--- src/hdl/assert_macros.svh ---
// ----------------------------------------------------------------------------
// assert_macros.svh
// Assertion helpers for the scheduler; they compile away under SYNTHESIS.
// ----------------------------------------------------------------------------
`ifndef ASSERT_MACROS_SVH
`define ASSERT_MACROS_SVH

`ifndef SYNTHESIS

// clocked assertion, disabled while reset is low
`define RRTS_ASSERT(name, clk, rst_n, prop) \
    name: assert property (@(posedge clk) disable iff (!rst_n) prop) \
        else $error("assertion failed");

// clocked assertion, also checked during reset
`define RRTS_ASSERT_ALWAYS(name, clk, prop) \
    name: assert property (@(posedge clk) prop) else $error("assertion failed");

`else

`define RRTS_ASSERT(name, clk, rst_n, prop)
`define RRTS_ASSERT_ALWAYS(name, clk, prop)

`endif

`endif

--- src/hdl/rrts_pkg.sv ---
// ----------------------------------------------------------------------------
// rrts_pkg
// Shared sizes, opcodes and the result beat type of the thread scheduler.
// ----------------------------------------------------------------------------
`timescale 1ns / 1ps
`default_nettype none

package rrts_pkg;

    // number of thread slots and derived index widths
    localparam int SLOTS   = 4;
    localparam int SLOT_W  = (SLOTS > 1) ? $clog2(SLOTS) : 1;
    localparam int SLOT_CW = SLOT_W + 1;

    // counter and opcode widths
    localparam int TICK_W  = 8;
    localparam int TIME_W  = 8;
    localparam int DELAY_W = 8;
    localparam int OP_W    = 3;

    // event codes
    typedef enum logic [OP_W-1:0] {
        OP_TICK      = 3'd0,
        OP_YIELD     = 3'd1,
        OP_CREATE    = 3'd2,
        OP_EXIT      = 3'd3,
        OP_SET_DELAY = 3'd4
    } t_opcode;

    // one result beat
    typedef struct packed {
        logic [SLOT_W-1:0]  current_slot;
        logic [SLOT_W-1:0]  new_slot;
        logic               create_failed;
        logic [SLOTS-1:0]   live_mask;
        logic [TIME_W-1:0]  time_now;
        logic [DELAY_W-1:0] current_delay;
        logic               halted;
    } t_result;

endpackage

`default_nettype wire

--- src/hdl/round_robin_thread_scheduler_unit.sv ---
// ----------------------------------------------------------------------------
// round_robin_thread_scheduler_unit
// Four-slot round-robin thread scheduler with delay counters and time base.
// ----------------------------------------------------------------------------
// Usage:
//   Event channel (i_in_valid / o_in_ready) carries an opcode and a delay
//   value: tick, yield, create, exit or set_delay. Each event beat yields
//   exactly one result beat on the result channel (o_out_valid /
//   i_out_ready) showing the running slot, claimed slot, create failure,
//   live mask, time count, running slot's delay and halt flag.
//   The config channel (i_cfg_valid / o_cfg_ready) writes ticks_per_unit;
//   it is always ready and should be written while the block is idle.
// Result path and throughput:
//   Results are registered in the result register, or the skid on a stall.
//   One event per cycle is taken while the skid is empty; the slot pick,
//   prescaler and delay update settle combinationally ahead of the register.
// Reset:
//   Synchronous, active low: slot 0 live and running, counters cleared,
//   ticks_per_unit = 1, no result pending.
// Stall:
//   A two-entry output buffer (result register plus skid) lets one more
//   event in while a result waits; with both full o_in_ready drops.
// ----------------------------------------------------------------------------
`timescale 1ns / 1ps
`default_nettype none

`include "assert_macros.svh"

module round_robin_thread_scheduler_unit
    import rrts_pkg::*;
(
    input  wire logic               i_clk,
    input  wire logic               i_rst_n,
    // config channel
    input  wire logic               i_cfg_valid,
    output logic                    o_cfg_ready,
    input  wire logic [TICK_W-1:0]  i_cfg_data,
    // event channel
    input  wire logic               i_in_valid,
    output logic                    o_in_ready,
    input  wire logic [OP_W-1:0]    i_opcode,
    input  wire logic [DELAY_W-1:0] i_delay_value,
    // result channel
    output logic                    o_out_valid,
    input  wire logic               i_out_ready,
    output logic [SLOT_W-1:0]       o_current_slot,
    output logic [SLOT_W-1:0]       o_new_slot,
    output logic                    o_create_failed,
    output logic [SLOTS-1:0]        o_live_mask,
    output logic [TIME_W-1:0]       o_time_now,
    output logic [DELAY_W-1:0]      o_current_delay,
    output logic                    o_halted
);

    logic    in_acc;
    logic    out_take;
    t_result core_res;

    t_result r_out, n_out;
    logic    r_out_valid, n_out_valid;
    t_result r_skd, n_skd;
    logic    r_skd_valid, n_skd_valid;

    // handshakes
    assign o_cfg_ready = 1'b1;
    assign o_in_ready  = !r_skd_valid;
    assign in_acc      = i_in_valid && o_in_ready;
    assign out_take    = r_out_valid && i_out_ready;

    // scheduler state and update
    rrts_core u_core (
        .i_clk         (i_clk),
        .i_rst_n       (i_rst_n),
        .i_cfg_wr      (i_cfg_valid && o_cfg_ready),
        .i_cfg_data    (i_cfg_data),
        .i_step        (in_acc),
        .i_opcode      (i_opcode),
        .i_delay_value (i_delay_value),
        .o_result      (core_res)
    );

    // result register and skid stage
    always_comb begin
        n_out       = r_out;
        n_out_valid = r_out_valid;
        n_skd       = r_skd;
        n_skd_valid = r_skd_valid;
        if (out_take || !r_out_valid) begin
            if (r_skd_valid) begin
                n_out       = r_skd;
                n_out_valid = 1'b1;
                n_skd_valid = 1'b0;
            end else if (in_acc) begin
                n_out       = core_res;
                n_out_valid = 1'b1;
            end else begin
                n_out_valid = 1'b0;
            end
        end else if (in_acc) begin
            n_skd       = core_res;
            n_skd_valid = 1'b1;
        end
    end

    always_ff @(posedge i_clk) begin
        if (!i_rst_n) begin
            r_out_valid <= 1'b0;
            r_skd_valid <= 1'b0;
        end else begin
            r_out_valid <= n_out_valid;
            r_skd_valid <= n_skd_valid;
        end
    end

    always_ff @(posedge i_clk) begin
        r_out <= n_out;
        r_skd <= n_skd;
    end

    // result ports
    assign o_out_valid     = r_out_valid;
    assign o_current_slot  = r_out.current_slot;
    assign o_new_slot      = r_out.new_slot;
    assign o_create_failed = r_out.create_failed;
    assign o_live_mask     = r_out.live_mask;
    assign o_time_now      = r_out.time_now;
    assign o_current_delay = r_out.current_delay;
    assign o_halted        = r_out.halted;

    // skid only fills behind a pending result
    `RRTS_ASSERT(a_skd_behind, i_clk, i_rst_n, r_skd_valid |-> r_out_valid)
    // an event taken during a stall lands in the skid stage
    `RRTS_ASSERT(a_skd_fill, i_clk, i_rst_n, (in_acc && r_out_valid && !i_out_ready) |=> r_skd_valid)
    // a pending result only goes away when it was taken
    `RRTS_ASSERT(a_out_drop, i_clk, i_rst_n, $fell(r_out_valid) |-> $past(i_out_ready))

endmodule

`default_nettype wire

--- src/hdl/rrts_core.sv ---
// ----------------------------------------------------------------------------
// rrts_core
// Scheduler state and its update for each accepted event beat.
// ----------------------------------------------------------------------------
`timescale 1ns / 1ps
`default_nettype none

`include "assert_macros.svh"

module rrts_core
    import rrts_pkg::*;
(
    input  wire logic               i_clk,
    input  wire logic               i_rst_n,
    input  wire logic               i_cfg_wr,
    input  wire logic [TICK_W-1:0]  i_cfg_data,
    input  wire logic               i_step,
    input  wire logic [OP_W-1:0]    i_opcode,
    input  wire logic [DELAY_W-1:0] i_delay_value,
    output t_result                 o_result
);

    // state registers
    logic [TICK_W-1:0]  r_tpu;
    logic [SLOTS-1:0]   r_live,  n_live;
    logic [SLOT_W-1:0]  r_run,   n_run;
    logic [TICK_W-1:0]  r_presc, n_presc;
    logic [TIME_W-1:0]  r_units, n_units;
    logic [DELAY_W-1:0] r_delay [SLOTS];
    logic [DELAY_W-1:0] n_delay [SLOTS];
    logic               r_halt,  n_halt;

    // helper terms
    logic [SLOT_CW-1:0] rot_idx;
    logic [SLOT_W-1:0]  rot_slot;
    logic [SLOT_W-1:0]  free_slot;
    logic               free_found;
    logic [SLOTS-1:0]   exit_live;
    logic [SLOT_W-1:0]  first_live;
    logic [TICK_W-1:0]  unit_len;
    logic [TICK_W:0]    presc_inc;
    logic               wrap;
    logic [SLOT_W-1:0]  new_slot;
    logic               failed;

    // next live slot after the running one, nearest wins
    always_comb begin
        rot_slot = r_run;
        rot_idx  = '0;
        for (int k = SLOTS - 1; k >= 1; k--) begin
            rot_idx = {1'b0, r_run} + SLOT_CW'(k);
            if (rot_idx >= SLOT_CW'(SLOTS)) begin
                rot_idx = rot_idx - SLOT_CW'(SLOTS);
            end
            if (r_live[rot_idx[SLOT_W-1:0]]) begin
                rot_slot = rot_idx[SLOT_W-1:0];
            end
        end
    end

    // lowest free slot, and lowest live slot once the running one leaves
    always_comb begin
        free_slot  = '0;
        free_found = 1'b0;
        first_live = r_run;
        exit_live  = r_live;
        exit_live[r_run] = 1'b0;
        for (int i = SLOTS - 1; i >= 0; i--) begin
            if (!r_live[i]) begin
                free_slot  = SLOT_W'(i);
                free_found = 1'b1;
            end
            if (exit_live[i]) begin
                first_live = SLOT_W'(i);
            end
        end
    end

    // prescaler wrap, a zero unit length counts as one
    always_comb begin
        unit_len  = (r_tpu == '0) ? TICK_W'(1) : r_tpu;
        presc_inc = {1'b0, r_presc} + (TICK_W+1)'(1);
        wrap      = presc_inc >= {1'b0, unit_len};
    end

    // event decode and next state
    always_comb begin
        n_live   = r_live;
        n_run    = r_run;
        n_presc  = r_presc;
        n_units  = r_units;
        n_delay  = r_delay;
        n_halt   = r_halt;
        new_slot = '0;
        failed   = 1'b0;
        if (!r_halt) begin
            unique case (i_opcode)
                OP_TICK, OP_YIELD: begin
                    if (wrap) begin
                        n_presc = '0;
                        n_units = r_units + TIME_W'(1);
                        if (i_opcode == OP_TICK) begin
                            for (int i = 0; i < SLOTS; i++) begin
                                if (r_delay[i] != '0) begin
                                    n_delay[i] = r_delay[i] - DELAY_W'(1);
                                end
                            end
                        end
                    end else begin
                        n_presc = presc_inc[TICK_W-1:0];
                    end
                    n_run = rot_slot;
                end
                OP_CREATE: begin
                    if (free_found) begin
                        n_live[free_slot] = 1'b1;
                        new_slot          = free_slot;
                    end else begin
                        failed = 1'b1;
                    end
                end
                OP_EXIT: begin
                    n_live = exit_live;
                    if (exit_live == '0) begin
                        n_halt = 1'b1;
                    end else begin
                        n_run = first_live;
                    end
                end
                OP_SET_DELAY: begin
                    n_delay[r_run] = i_delay_value;
                end
                default: begin
                end
            endcase
        end
    end

    // result beat from the updated state
    always_comb begin
        o_result.current_slot  = n_run;
        o_result.new_slot      = new_slot;
        o_result.create_failed = failed;
        o_result.live_mask     = n_live;
        o_result.time_now      = n_units;
        o_result.current_delay = n_delay[n_run];
        o_result.halted        = n_halt;
    end

    // state update on each accepted beat and each register write
    always_ff @(posedge i_clk) begin
        if (!i_rst_n) begin
            r_tpu   <= TICK_W'(1);
            r_live  <= SLOTS'(1);
            r_run   <= '0;
            r_presc <= '0;
            r_units <= '0;
            r_halt  <= 1'b0;
            for (int i = 0; i < SLOTS; i++) begin
                r_delay[i] <= '0;
            end
        end else begin
            if (i_cfg_wr) begin
                r_tpu <= i_cfg_data;
            end
            if (i_step) begin
                r_live  <= n_live;
                r_run   <= n_run;
                r_presc <= n_presc;
                r_units <= n_units;
                r_halt  <= n_halt;
                r_delay <= n_delay;
            end
        end
    end

    // running slot is live until the table empties
    `RRTS_ASSERT(a_run_live, i_clk, i_rst_n, !r_halt |-> r_live[r_run])
    // halt only with an empty table
    `RRTS_ASSERT(a_halt_empty, i_clk, i_rst_n, r_halt |-> (r_live == '0))
    // halt is sticky until reset
    `RRTS_ASSERT(a_halt_sticky, i_clk, i_rst_n, r_halt |=> r_halt)

endmodule

`default_nettype wire

--- config.mk ---
export PLATFORM = sky130hd
export DESIGN_NAME = round_robin_thread_scheduler_unit
export DESIGN_NICKNAME = d
export VERILOG_FILES = /design/src/hdl/rrts_pkg.sv /design/src/hdl/round_robin_thread_scheduler_unit.sv /design/src/hdl/rrts_core.sv
export VERILOG_INCLUDE_DIRS = /design/src /design/src/hdl
export SDC_FILE = /design/constraint.sdc
export NUM_CORES = 1
export LEC_CHECK = 0
export ABC_AREA = 1
export BUFFER_PORTS_ARGS = -buffer_cell sky130_fd_sc_hd__buf_2
export CORE_UTILIZATION = 55
export DETAILED_ROUTE_END_ITERATION = 8
export GPL_TIMING_DRIVEN = 0
export PLACE_DENSITY = 0.77
export SLEW_MARGIN = 30
export SYNTH_ARGS = -nofsm -noshare
export SYNTH_HDL_FRONTEND = slang
export SYNTH_SLANG_ARGS = --single-unit
--- constraint.sdc ---
create_clock -name i_clk -period 6.8 [get_ports i_clk]
set_input_delay 1.02 -clock i_clk [delete_from_list [all_inputs] [get_ports i_clk]]
set_output_delay 1.02 -clock i_clk [all_outputs]
set_load 0.005 [all_outputs]
==> run summary, run 1 <==
RUN STATUS
-----------------------------------------------------------------------------------------------
Run status                                                                         complete, no violations

PLACED DESIGN
-----------------------------------------------------------------------------------------------
Worst slack after detailed placement                                                    3.45 ns
HPWL Detailed                                                                         16,700 um
Placed instance count                                                                     1,356
Port-buffer cells                                                                            51
Final weighted congestion in routability-driven placement                                  1.03

CLOCK TREE
-----------------------------------------------------------------------------------------------
Total of hold buffers inserted after clock tree synthesis                                     0
Num CTS Buffers                                                                              17
# clock sinks                                                                               117
Deepest level of the CTS H-tree                                                               4
Clk Latency, worst-skew pair                                                            0.43 ns
Post-CTS Resized                                                                              0
Max Root-Sink Buffers                                                                         2
CTS root buf                                                                       sky130_fd_sc_hd__clkbuf_16
Clock input transition at the sequential cells of the worst setup and hold paths        0.06 ns
Buffer count from post-CTS setup fixing                                                       0
Clock tree from TritonCTS                                                                  done

SETUP PATH
-----------------------------------------------------------------------------------------------
Reg2reg end                                                                        r_skd[4]$_DFFE_PP_
Master of the slowest instance on the critical path                                sky130_fd_sc_hd__dfxtp_1
FF-to-FF path depth                                                                          17
Reg2Reg Launch Point                                                               u_core.r_presc[0]$_SDFFE_PN0P_
Startpoint type of the worst setup path                                                    flop
Slack of the worst reg-to-reg path                                                      3.35 ns
Buffers and inverters on the worst path                                                       2
Ordered list of cells on the worst path                                            nand3_1, nor3b_1, nand3_1, xnor2_1, ha_1, nand2_1, nor2_1, nand2_1, o21a_1, buf_2, buf_2, nand3_1, nand4_1, nand2_1, nand2_1, nand3_1, and2_1
Largest fanout on the critical path                                                          10
Delay contributed by the slowest stage of the critical path                             0.44 ns
Endpoint class of the critical path                                                        flop
Classification of the worst setup path                                                  reg2reg
Cell family with most CP delay                                                     simple AND/OR/NAND/NOR gates
Data arrival time of the critical path                                                  3.62 ns
Data required time at the worst endpoint                                                6.98 ns

DRT
-----------------------------------------------------------------------------------------------
Average detailed-routed wire length per instance                                        16.7 um
DRT Pass-1 Iters                                                                              8
Detailed Route WL                                                                     23,200 um
Total via count in the routed design                                                      8,061
Post-route DRC violation count                                                                0
Violation count after the first detailed-routing iteration                                1,099
DR vias/cell                                                                               5.81
Remaining antenna violation count                                                             0

TIMING
-----------------------------------------------------------------------------------------------
Worst slew slack as a fraction of its limit                                               0.440
Final Hold Viols                                                                              0
Setup repair after global routing missed its margin                                          no
Worst Setup Slack, final                                                                3.35 ns
Ratio of final minimum period to clock period                                             0.507
Highest attainable clock frequency                                                      290 MHz
Slew at the pin with the worst max-slew slack                                          0.836 ns
Final-report setup violation count                                                            0
Post-route clock skew                                                                 0.0123 ns
Sum of negative setup slack                                                                0 ns
Tmin final                                                                              3.45 ns
Count of final max-slew check failures                                                        0

GRT
-----------------------------------------------------------------------------------------------
Maximum number of pins on one net before global-route repair                                 27
Initial antenna violation count                                                               0
Global Route Usage Sum                                                                    0.327
First-pass GRT wire length                                                            36,800 um
Total congestion overflow after global routing                                                0
Vias in the first global route                                                            7,462

YOSYS
-----------------------------------------------------------------------------------------------
Share of synthesized registers carrying an async set or reset                                 0
Synthesis Warnings                                                                            0
Number of synthesized flops with an enable pin                                               52
Fraction of the yosys area taken by sequential cells                                      0.366
Synthesized net count                                                                     1,170
Number of storage elements in the synthesis netlist                                         117
Cell area after synthesis                                                              7830 um2
Mean post-synth cell area                                                              6.96 um2
Syn Inst Count                                                                            1,124
Prevailing post-synth register cell                                                sky130_fd_sc_hd__dfxtp_1
Number of distinct library cells after synthesis                                             49

CELLS AND AREA
-----------------------------------------------------------------------------------------------
Number of standard cells in the layout, taps in and fillers out                           1,388
Layout overhead on the synthesized area                                                   14.1%
Utilization after layout                                                                  0.643
Fillers                                                                                   1,278
Most frequent standard cell in the layout excluding fill and tap cells             sky130_fd_sc_hd__nand2_1
Leading cell types in the layout, fill and taps excluded                           sky130_fd_sc_hd__nand2_1 (289), sky130_fd_sc_hd__inv_1 (177), sky130_fd_sc_hd__nand3_1 (115)
Net total in the final layout                                                             1,241
Share of final-layout standard cells stronger than drive strength 1                       0.120
Count of inserted antenna diode cells                                                         0

DIE
-----------------------------------------------------------------------------------------------
Number of rows in the core area                                                              43
Ports placed on the boundary                                                                 53
Starting utilization of the core area                                                     0.564
Die width                                                                                121 um
Area of the die                                                                      14,700 um2
Die outline height                                                                       121 um
Placeable core area                                                                  13,900 um2

PWR
-----------------------------------------------------------------------------------------------
VDD IR max                                                                             0.152 mV
Pwr Density                                                                          251 nW/um2
Leak Pwr                                                                                4.31 nW

HOLD PATH
-----------------------------------------------------------------------------------------------
Number of cells traversed by the worst hold path                                              2
Origin of the worst min-delay path                                                 u_core.r_tpu[0]$_SDFFE_PN1P_
Sink of the worst hold path                                                        u_core.r_tpu[0]$_SDFFE_PN1P_
Class of the most critical hold timing path                                             reg2reg

RUN
-----------------------------------------------------------------------------------------------
Max Cap Violations                                                                            0

-- Yosys cell counts (all sizes together) (6+ instances only) --
| cell | n | area (um2) |
|---|---|---|
| o21ai | 99 | 507 |
| nor2 | 58 | 274 |
| o211ai | 12 | 90.1 |
| xor2 | 18 | 158 |
| a21oi | 65 | 355 |
| nand2 | 297 | 1140 |
| edfxtp | 52 | 1560 |
| dfxtp | 65 | 1300 |
| nand3 | 122 | 661 |
| inv | 182 | 686 |
| clkbuf | 25 | 93.8 |
| nand4 | 21 | 131 |
| buf | 21 | 146 |
| o22ai | 33 | 206 |
| nor3 | 6 | 30.0 |
| ha | 22 | 275 |
-- report_power, final --
group	switching, W	leakage, nW	internal (W)
registers	0.0000293	1.04	0.000793
clock network	0.000359	0.285	0.000542
logic	0.000349	2.98	0.000170
-- per-layer routing --
layer / global-route usage / part of all wire / vias to the layer above
met3: 0.0775 / 0.11 / 111
met2: 0.543 / 0.46 / 521
met5: 0 / 0 / -
met1: 0.392 / 0.38 / 3583
met4: 0.171 / 0.044 / 0
li1: - / - / 3846
-- metrics by stage --
| stage | cell area [um2] | hold WS (ns) | total power (W) |
|---|---|---|---|
| 6_report | 8930 | 0.480 | 0.00224 |
| 5_1_grt | 8930 | 0.496 | 0.00233 |
| 4_1_cts | 8930 | 0.481 | 0.00223 |
| 3_5_place_dp | 8350 | 0.466 | 0.00133 |
| 3_3_place_gp | 8310 | 0.463 | 0.00132 |
| 2_1_floorplan | 7830 | 0.431 | 0.00119 |
-- cells by family after synthesis --
logic type | share of synthesized area
xor gates and xnor gates | 0.0246
muxes | 0.00128
and+or+nand+nor | 0.294
buffers and inverters | 0.121
AOI/OAI and AO/OA | 0.158
DFF | 0.366
other | 0.000479
adders and majority gates | 0.0352
-- registers in the layout, indices dropped and copies added (netlist names) --
name and flops:
u_core.r_run 2, u_core.r_units 8, o_current_slot 2, o_new_slot 2, r_skd 26, o_current_delay 8, o_create_failed 1, o_time_now 8
o_out_valid 1, o_halted 1, u_core.r_delay 32, u_core.r_presc 8, u_core.r_live 4, u_core.r_tpu 8, r_skd_valid 1, u_core.r_halt 1
o_live_mask 4
-- tightest hold or removal path: cells and delay by family (launching register included) --
kind,cells,cell delay (ns)
simple gates,2,0.11
flops,1,0.32
-- worst max-delay path by stage --
stage	from	to	slack [ns]	cells past startpoint
3_3_place_gp	i_in_valid	r_skd[6]$_DFFE_PP_	2.44	6
6_report	u_core.r_presc[0]$_SDFFE_PN0P_	r_skd[4]$_DFFE_PP_	3.35	17
5_1_grt	u_core.r_presc[0]$_SDFFE_PN0P_	o_time_now[6]$_DFFE_PP_	3.07	16
3_5_place_dp	i_opcode[1]	r_skd[5]$_DFFE_PP_	3.45	13
4_1_cts	u_core.r_presc[0]$_SDFFE_PN0P_	r_skd[4]$_DFFE_PP_	3.40	17
2_1_floorplan	i_in_valid	r_skd[0]$_DFFE_PP_	3.54	5
-- layout make-up --
type                    count  area [um2]  share of cell area
multi-input cells         778        4030               0.452
flip-flops and latches    117        2860               0.321
inverters                 183         703              0.0787
clock buffers              18         429              0.0481
repair buffers             52         283              0.0317
plain buffers              46         240              0.0269
well taps                 180         225              0.0252
clock inverters            14         153              0.0171
(Power assumes the default switching activity.)
==> run 2: changes to the inputs <==
Clock period 6.8 ns to 3.2 ns, I/O delays scaled along.
==> run summary, run 2 (synthesis gave the netlist of run 1 again) <==
CELLS AND AREA
-----------------------------------------------------------------------------------------------
Register with the most flip-flops                                                  u_core.r_delay
Most frequent standard cell in the layout excluding fill and tap cells             sky130_fd_sc_hd__nand2_1
Layout overhead on the synthesized area                                                   17.8%
Net total in the final layout                                                             1,251   +0.81%
Fillers                                                                                   1,241   -2.9%
Largest register FFs                                                                         32   unchanged
Largest registers ranked by flip-flop count                                        u_core.r_delay (32), r_skd (26)
Summed area of non-filler cells in the final layout                                    9220 um2   +3.2%
Leading cell types in the layout, fill and taps excluded                           sky130_fd_sc_hd__nand2_1 (278), sky130_fd_sc_hd__inv_1 (176), sky130_fd_sc_hd__nand3_1 (101)
Number of standard cells in the layout, taps in and fillers out                           1,398   +0.72%
Count of inserted antenna diode cells                                                         0   unchanged
Share of final-layout standard cells stronger than drive strength 1                       0.158   +0.0376

DRT
-----------------------------------------------------------------------------------------------
Post-route DRC violation count                                                                0   unchanged
Violation count after the first detailed-routing iteration                                1,098   -0.091%
Total via count in the routed design                                                      8,091   +0.37%
Detailed Route WL                                                                     24,000 um   +3.3%
DRT Pass-1 Iters                                                                              9   +1
DR vias/cell                                                                               5.79   -0.35%
Average detailed-routed wire length per instance                                        17.2 um   +2.5%
Remaining antenna violation count                                                             0   unchanged

TIMING
-----------------------------------------------------------------------------------------------
Count of final max-slew check failures                                                        0   unchanged
WHS                                                                                    0.258 ns   -0.222 ns
Ratio of final minimum period to clock period                                             0.983   +0.476
Highest attainable clock frequency                                                      318 MHz   +9.6%
Worst Setup Slack, final                                                              0.0541 ns   -3.30 ns
Final Hold Viols                                                                              0   unchanged
Tmin final                                                                              3.15 ns   -0.301 ns
Worst slew slack as a fraction of its limit                                               0.427   -0.0130
Final-report setup violation count                                                            0   unchanged
Slew at the pin with the worst max-slew slack                                          0.856 ns   +0.0195 ns
Post-route clock skew                                                                 0.0145 ns   +0.00223 ns

GRT
-----------------------------------------------------------------------------------------------
First-pass GRT wire length                                                            37,100 um   +0.71%
Initial antenna violation count                                                               0   unchanged
Total congestion overflow after global routing                                                0   unchanged
Vias in the first global route                                                            7,496   +0.46%
Maximum number of pins on one net before global-route repair                                 27   unchanged
Global Route Usage Sum                                                                    0.330   +0.00226

PWR
-----------------------------------------------------------------------------------------------
Sw Ratio                                                                                  0.332   +0.00335
Pwr Density                                                                          525 nW/um2   +110%
Internal Dissipation                                                                  0.00323 W   +110%
Combinational cell fraction of total power                                                0.241   +0.010
Switching component of the power                                                      0.00161 W   +120%
Part of the power in the clock network                                                    0.398   -0.004
Tot Pwr                                                                               0.00484 W   +120%
Leak Pwr                                                                                4.42 nW   +2.6%
VDD IR max                                                                             0.330 mV   +120%
Sequential power share                                                                    0.361   -0.006

CLOCK TREE
-----------------------------------------------------------------------------------------------
Deepest level of the CTS H-tree                                                               4   unchanged
Max Root-Sink Buffers                                                                         2   unchanged
Clock input transition at the sequential cells of the worst setup and hold paths        0.07 ns   about the same
CTS root buf                                                                       sky130_fd_sc_hd__clkbuf_16
Num CTS Buffers                                                                              17   unchanged
# clock sinks                                                                               117   unchanged
Total of hold buffers inserted after clock tree synthesis                                     0   unchanged
Clock tree from TritonCTS                                                                  done
Clk Latency, worst-skew pair                                                            0.44 ns   about the same

SETUP PATH
-----------------------------------------------------------------------------------------------
Endpoint class of the critical path                                                        flop
Startpoint type of the worst setup path                                                    flop
Data arrival time of the critical path                                                  3.33 ns   -0.29 ns
Largest fanout on the critical path                                                           6   -4
Classification of the worst setup path                                                  reg2reg
Data required time at the worst endpoint                                                3.39 ns   -3.59 ns

DIE
-----------------------------------------------------------------------------------------------
Ports placed on the boundary                                                                 53   unchanged
Die outline height                                                                       121 um   unchanged
Starting utilization of the core area                                                     0.564   unchanged
Number of rows in the core area                                                              43   unchanged
Area of the die                                                                      14,700 um2   unchanged
Placeable core area                                                                  13,900 um2   unchanged
Die width                                                                                121 um   unchanged

PLACED DESIGN
-----------------------------------------------------------------------------------------------
Port-buffer cells                                                                            51   unchanged
Placed inst area                                                                       8350 um2   unchanged
Placed instance count                                                                     1,356   unchanged
Worst slack after detailed placement                                                  -0.140 ns   -3.59 ns
Final weighted congestion in routability-driven placement                                  1.03   unchanged
HPWL Detailed                                                                         16,700 um   unchanged

HOLD PATH
-----------------------------------------------------------------------------------------------
Class of the most critical hold timing path                                              in2reg

RUN STATUS
-----------------------------------------------------------------------------------------------
Run status                                                                         complete, no violations

RUN
-----------------------------------------------------------------------------------------------
Max Cap Violations                                                                            0   unchanged

run 2: changes by cell type in the layout (fill, tap and decap cells not counted), moves of 3 or more:
cell,change
sky130_fd_sc_hd__xor2_1,-3
sky130_fd_sc_hd__nand2_1,-11
sky130_fd_sc_hd__dfxtp_1,-3
sky130_fd_sc_hd__xor2_2,+3
sky130_fd_sc_hd__buf_4,+10
sky130_fd_sc_hd__nor2_4,+3
sky130_fd_sc_hd__buf_8,+3
sky130_fd_sc_hd__nand2_2,+10
sky130_fd_sc_hd__nand3_2,+14
sky130_fd_sc_hd__buf_6,-3
sky130_fd_sc_hd__nand3_1,-14
run 2: power by group through the flow:
stage,logic (W),clock network (W),registers (W)
finish,0.00116,0.00193,0.00175
global route,0.00127,0.00199,0.00176
CTS,0.00109,0.00193,0.00175
detailed placement,0.00106,0,0.00178
global placement,0.00103,0,0.00177
floorplan,0.000749,0,0.00177
run 2: cell type report:
class                      instances  area, um2  area share
multi-input combinational        778       4210       0.457
clock inverter                    14        153      0.0166
inverter                         183        703      0.0763
buffer                            45        245      0.0266
sequential                       117       2870       0.311
tap                              180        225      0.0244
clock buffer                      18        429      0.0466
timing repair buffer              63        382      0.0414
run 2: critical path, cell delays in order (launching register included):
cell and delay [ns]:
sky130_fd_sc_hd__dfxtp_4 0.38, sky130_fd_sc_hd__ha_4 0.15, sky130_fd_sc_hd__nand2_2 0.06, sky130_fd_sc_hd__nor2_4 0.16, sky130_fd_sc_hd__xor2_2 0.18, sky130_fd_sc_hd__ha_1 0.27, sky130_fd_sc_hd__nand2_1 0.13, sky130_fd_sc_hd__inv_1 0.08
sky130_fd_sc_hd__a21oi_1 0.27, sky130_fd_sc_hd__nor2_4 0.07, sky130_fd_sc_hd__nor2_4 0.13, sky130_fd_sc_hd__nand3_4 0.13, sky130_fd_sc_hd__buf_12 0.17, sky130_fd_sc_hd__nand2_1 0.07, sky130_fd_sc_hd__nand2_1 0.06, sky130_fd_sc_hd__nand3_1 0.09
sky130_fd_sc_hd__nand3_1 0.09, sky130_fd_sc_hd__nand3_2 0.12, sky130_fd_sc_hd__nand2_1 0.12, sky130_fd_sc_hd__nand2_1 0.08, sky130_fd_sc_hd__nand2_1 0.08
run 2: stage by stage:
step,TNS [ns],util
global placement,-16.18,0.598
CTS,0,0.647
global route,-0.651,0.664
finish,0,0.664
detailed placement,-1.70,0.601
floorplan,0,-
run 2: repair_timing:
| item | CTS | global route |
|---|---|---|
| gates cloned | 0 | 0 |
| setup buffers | 3 | 8 |
| resized for setup | 5 | 45 |
| setup endpoints to repair | 24 | 34 |
| pin swaps | 2 | 15 |
run 2: worst paths after layout:
kind | start | end | slack [ns] | cells after the start
min | i_cfg_data[0] | u_core.r_tpu[0]$_SDFFE_PN1P_ | 0.26 | 3
min reg2reg | u_core.r_tpu[1]$_SDFFE_PN0P_ | u_core.r_tpu[1]$_SDFFE_PN0P_ | 0.48 | 2
max reg2reg | u_core.r_presc[0]$_SDFFE_PN0P_ | o_current_delay[0]$_DFFE_PP_ | 0.05 | 20
max | u_core.r_presc[0]$_SDFFE_PN0P_ | o_current_delay[0]$_DFFE_PP_ | 0.05 | 20
run 2: metal layers:
metal	GRT usage	share of wire	vias up
met5	0	0	-
met4	0.167	0.037	0
met3	0.0771	0.10	103
met2	0.551	0.47	487
met1	0.394	0.38	3632
li1	-	-	3869
==> run 3: changes to the inputs <==
Settings changed: ABC_AREA 1 to not set.
==> run summary, run 3 <==
RUN STATUS
-----------------------------------------------------------------------------------------------
Run status                                                                         complete, but fails checks
Violations in the final reports                                                    setup timing

CELLS AND AREA
-----------------------------------------------------------------------------------------------
Fillers                                                                                     885   -29%
Largest register FFs                                                                         32   unchanged
Register with the most flip-flops                                                  u_core.r_delay
Leading cell types in the layout, fill and taps excluded                           sky130_fd_sc_hd__nor2_1 (94), sky130_fd_sc_hd__nand2_1 (81), sky130_fd_sc_hd__buf_2 (61)
Most frequent standard cell in the layout excluding fill and tap cells             sky130_fd_sc_hd__nor2_1
Count of inserted antenna diode cells                                                         0   unchanged
Layout overhead on the synthesized area                                                   32.3%
Number of standard cells in the layout, taps in and fillers out                           1,175   -16%
Summed area of non-filler cells in the final layout                                    9690 um2   +5.2%
Share of final-layout standard cells stronger than drive strength 1                       0.319   +0.161
Largest registers ranked by flip-flop count                                        u_core.r_delay (32), r_skd (26)
Net total in the final layout                                                             1,036   -17%

YOSYS
-----------------------------------------------------------------------------------------------
Number of storage elements in the synthesis netlist                                         117   unchanged
Complex-gate fraction of the synthesized area                                             0.211   +0.0529
Share of synthesized registers carrying an async set or reset                                 0   unchanged
Post-synthesis simple-gate area fraction                                                  0.220   -0.0736
Dominant combinational cell family by area after synthesis                         simple AND/OR/NAND/NOR gates
Fraction of synthesized area in multiplexers                                             0.0613   +0.0600
List of most frequent post-synthesis cells                                         sky130_fd_sc_hd__nor2_1 (104), sky130_fd_sc_hd__nand2_1 (87), sky130_fd_sc_hd__dfxtp_1 (65), sky130_fd_sc_hd__a21oi_1 (57), sky130_fd_sc_hd__edfxtp_1 (52)
Cell area after synthesis                                                              7330 um2   -6.4%
Prevailing post-synth register cell                                                sky130_fd_sc_hd__dfxtp_1
Fraction of the yosys area taken by sequential cells                                      0.391   +0.0249
Cell types with the largest area share after synthesis                             sky130_fd_sc_hd__edfxtp_1 (21%), sky130_fd_sc_hd__dfxtp_1 (18%), sky130_fd_sc_hd__nor2_1 (5.3%)
Synthesized net count                                                                       898   -23%
Most frequent cell after synthesis                                                 sky130_fd_sc_hd__nor2_1
Number of synthesized flops with an enable pin                                               52   unchanged
Xor and xnor area share after synthesis                                                  0.0251   +0.000478
Mean post-synth cell area                                                              8.60 um2   +24%
Dominant cell type by area after synthesis                                         sky130_fd_sc_hd__edfxtp_1
Adder-cell share of the synthesized area                                                 0.0376   +0.00239
Syn Inst Count                                                                              852   -24%
Synthesis Warnings                                                                            0   unchanged
Number of distinct library cells after synthesis                                             87   +78%
Top-area cell type share of the netlist area                                              0.213   +0.0136

DIE
-----------------------------------------------------------------------------------------------
Placeable core area                                                                  12,800 um2   -7.6%
Number of rows in the core area                                                              41   -4.7%
Die width                                                                                117 um   -3.2%
Die outline height                                                                       117 um   -3.2%
Area of the die                                                                      13,800 um2   -6.3%
Ports placed on the boundary                                                                 53   unchanged
Starting utilization of the core area                                                     0.571   +0.00759

DRT
-----------------------------------------------------------------------------------------------
Remaining antenna violation count                                                             0   unchanged
Violation count after the first detailed-routing iteration                                1,312   +19%
Average detailed-routed wire length per instance                                        22.7 um   +32%
Detailed route wirelength on metal2                                                   11,200 um   -2.0%
Met1 wire length                                                                      10,100 um   +10%
DRT Pass-1 Iters                                                                              6   -3
Total via count in the routed design                                                      7,894   -2.4%
Post-route DRC violation count                                                                0   unchanged
Top sig layer                                                                              met4
Detailed Route WL                                                                     26,700 um   +11%
DR vias/cell                                                                               6.72   +16%
Met3 routed wirelength                                                                  3440 um   +37%

TIMING
-----------------------------------------------------------------------------------------------
Tmin final                                                                              3.50 ns   +0.357 ns
Ratio of final minimum period to clock period                                              1.09   +0.112
Worst slew slack as a fraction of its limit                                               0.372   -0.0558
Final Hold Viols                                                                              0   unchanged
Count of final max-slew check failures                                                        0   unchanged
Highest attainable clock frequency                                                      285 MHz   -10%
Worst Setup Slack, final                                                              -0.303 ns   -0.357 ns
Sum of negative setup slack                                                            -5.09 ns   -5.09 ns
Post-route clock skew                                                                0.00913 ns   -0.00542 ns
Final-report setup violation count                                                           36   +36
Slew at the pin with the worst max-slew slack                                          0.943 ns   +0.0868 ns
Setup repair after global routing missed its margin                                         yes

PLACED DESIGN
-----------------------------------------------------------------------------------------------
Final weighted congestion in routability-driven placement                                  1.01   -2.1%
Port-buffer cells                                                                            50   -2.0%
Placed inst area                                                                       7830 um2   -6.2%
Placed instance count                                                                     1,075   -21%
HPWL Detailed                                                                         16,600 um   -0.77%

CLOCK TREE
-----------------------------------------------------------------------------------------------
Clock tree from TritonCTS                                                                  done
Clk Latency, worst-skew pair                                                            0.43 ns   about the same
CTS root buf                                                                       sky130_fd_sc_hd__clkbuf_16
Max Root-Sink Buffers                                                                         2   unchanged
Clock input transition at the sequential cells of the worst setup and hold paths        0.06 ns   about the same
Deepest level of the CTS H-tree                                                               4   unchanged
Num CTS Buffers                                                                              17   unchanged
# clock sinks                                                                               117   unchanged
Total of hold buffers inserted after clock tree synthesis                                     0   unchanged

SETUP PATH
-----------------------------------------------------------------------------------------------
Startpoint type of the worst setup path                                                    flop
Classification of the worst setup path                                                  reg2reg
Data required time at the worst endpoint                                                3.38 ns   about the same
Data arrival time of the critical path                                                  3.68 ns   +0.35 ns
Endpoint class of the critical path                                                        flop
Largest fanout on the critical path                                                           6   unchanged

PWR
-----------------------------------------------------------------------------------------------
Leak Pwr                                                                                3.69 nW   -16%
VDD IR max                                                                             0.287 mV   -13%
Tot Pwr                                                                               0.00442 W   -8.7%
Pwr Density                                                                          456 nW/um2   -13%

GRT
-----------------------------------------------------------------------------------------------
Vias in the first global route                                                            6,883   -8.2%
First-pass GRT wire length                                                            38,500 um   +3.9%
Initial antenna violation count                                                               0   unchanged
Global Route Usage Sum                                                                    0.364   +0.0342
Total congestion overflow after global routing                                                0   unchanged
Maximum number of pins on one net before global-route repair                                 27   unchanged

RUN
-----------------------------------------------------------------------------------------------
Max Cap Violations                                                                            0   unchanged

HOLD PATH
-----------------------------------------------------------------------------------------------
Class of the most critical hold timing path                                              in2reg

## run 3: cell count changes after synthesis, sizes merged, moves of 23 or more
cell	change
o22ai	-27
inv	-145
nand3	-95
mux2	+23
nor3	+24
o21ai	-50
nand2	-209
nor2	+46
## run 3: final timing paths
check,from,to,slack (ns),cells after the start
max reg2reg,u_core.r_presc[0]$_SDFFE_PN0P_,o_time_now[1]$_DFFE_PP_,-0.30,13
min,i_cfg_data[5],u_core.r_tpu[5]$_SDFFE_PN0P_,0.29,3
max,u_core.r_presc[0]$_SDFFE_PN0P_,o_time_now[1]$_DFFE_PP_,-0.30,13
min reg2reg,u_core.r_tpu[1]$_SDFFE_PN0P_,u_core.r_tpu[1]$_SDFFE_PN0P_,0.49,2
## run 3: power breakdown
group          switching [W]  total [W]  internal, W
clock network       0.000735    0.00180      0.00106
logic               0.000580   0.000923     0.000344
registers          0.0000479    0.00170      0.00165
total                0.00136    0.00442      0.00306
## run 3: final cells by class
cell class	instances	area, um2	share of cell area
plain buffers	53	262	0.0270
multi-input cells	643	4770	0.492
flip-flops and latches	117	2880	0.297
inverters	37	141	0.0146
repair buffers	121	868	0.0896
clock inverters	15	129	0.0133
well taps	172	215	0.0222
clock buffers	17	425	0.0439
## run 3: critical path: stages (launching register included)
cell and delay (ns):
sky130_fd_sc_hd__dfxtp_4 0.40, sky130_fd_sc_hd__ha_4 0.19, sky130_fd_sc_hd__nand3_2 0.13, sky130_fd_sc_hd__xnor2_2 0.16, sky130_fd_sc_hd__ha_1 0.32, sky130_fd_sc_hd__and3_4 0.22
sky130_fd_sc_hd__buf_4 0.12, sky130_fd_sc_hd__nand4_1 0.19, sky130_fd_sc_hd__buf_4 0.21, sky130_fd_sc_hd__a21oi_2 0.32, sky130_fd_sc_hd__buf_6 0.21, sky130_fd_sc_hd__buf_4 0.14
sky130_fd_sc_hd__mux2_2 0.35, sky130_fd_sc_hd__mux2_2 0.27
## run 3: through the flow
stage               hold slack, ns  utilization  worst slack, ns
floorplan                    0.442            -        0.0000691
global placement             0.465        0.608           -0.870
CTS                          0.269        0.711           -0.136
detailed placement           0.469        0.610           -0.900
finish                       0.289        0.756           -0.303
global route                 0.298        0.756           -0.388
## run 3: repair_timing
item,4_1_cts,5_1_grt
endpoints found under the hold margin,0,0
gates resized for setup,99,75
endpoints found under the setup margin,80,67
buffers inserted,44,26
gates cloned,0,0
pin swaps,33,54
## run 3: kinds of logic after synthesis
kind of cell,after synthesis
XOR/XNOR,21
buffers and inverters,92
multiplexers,42
other,1
AO/OA/AOI/OAI,225
AND/OR/NAND/NOR,332
flip-flops,117
adder cells (fa/ha/maj),22
## run 3: layer usage
layer,up-vias,GRT usage
li1,3417,-
met2,609,0.526
met5,-,0.0147
met1,3678,0.487
met4,0,0.216
met3,190,0.0939
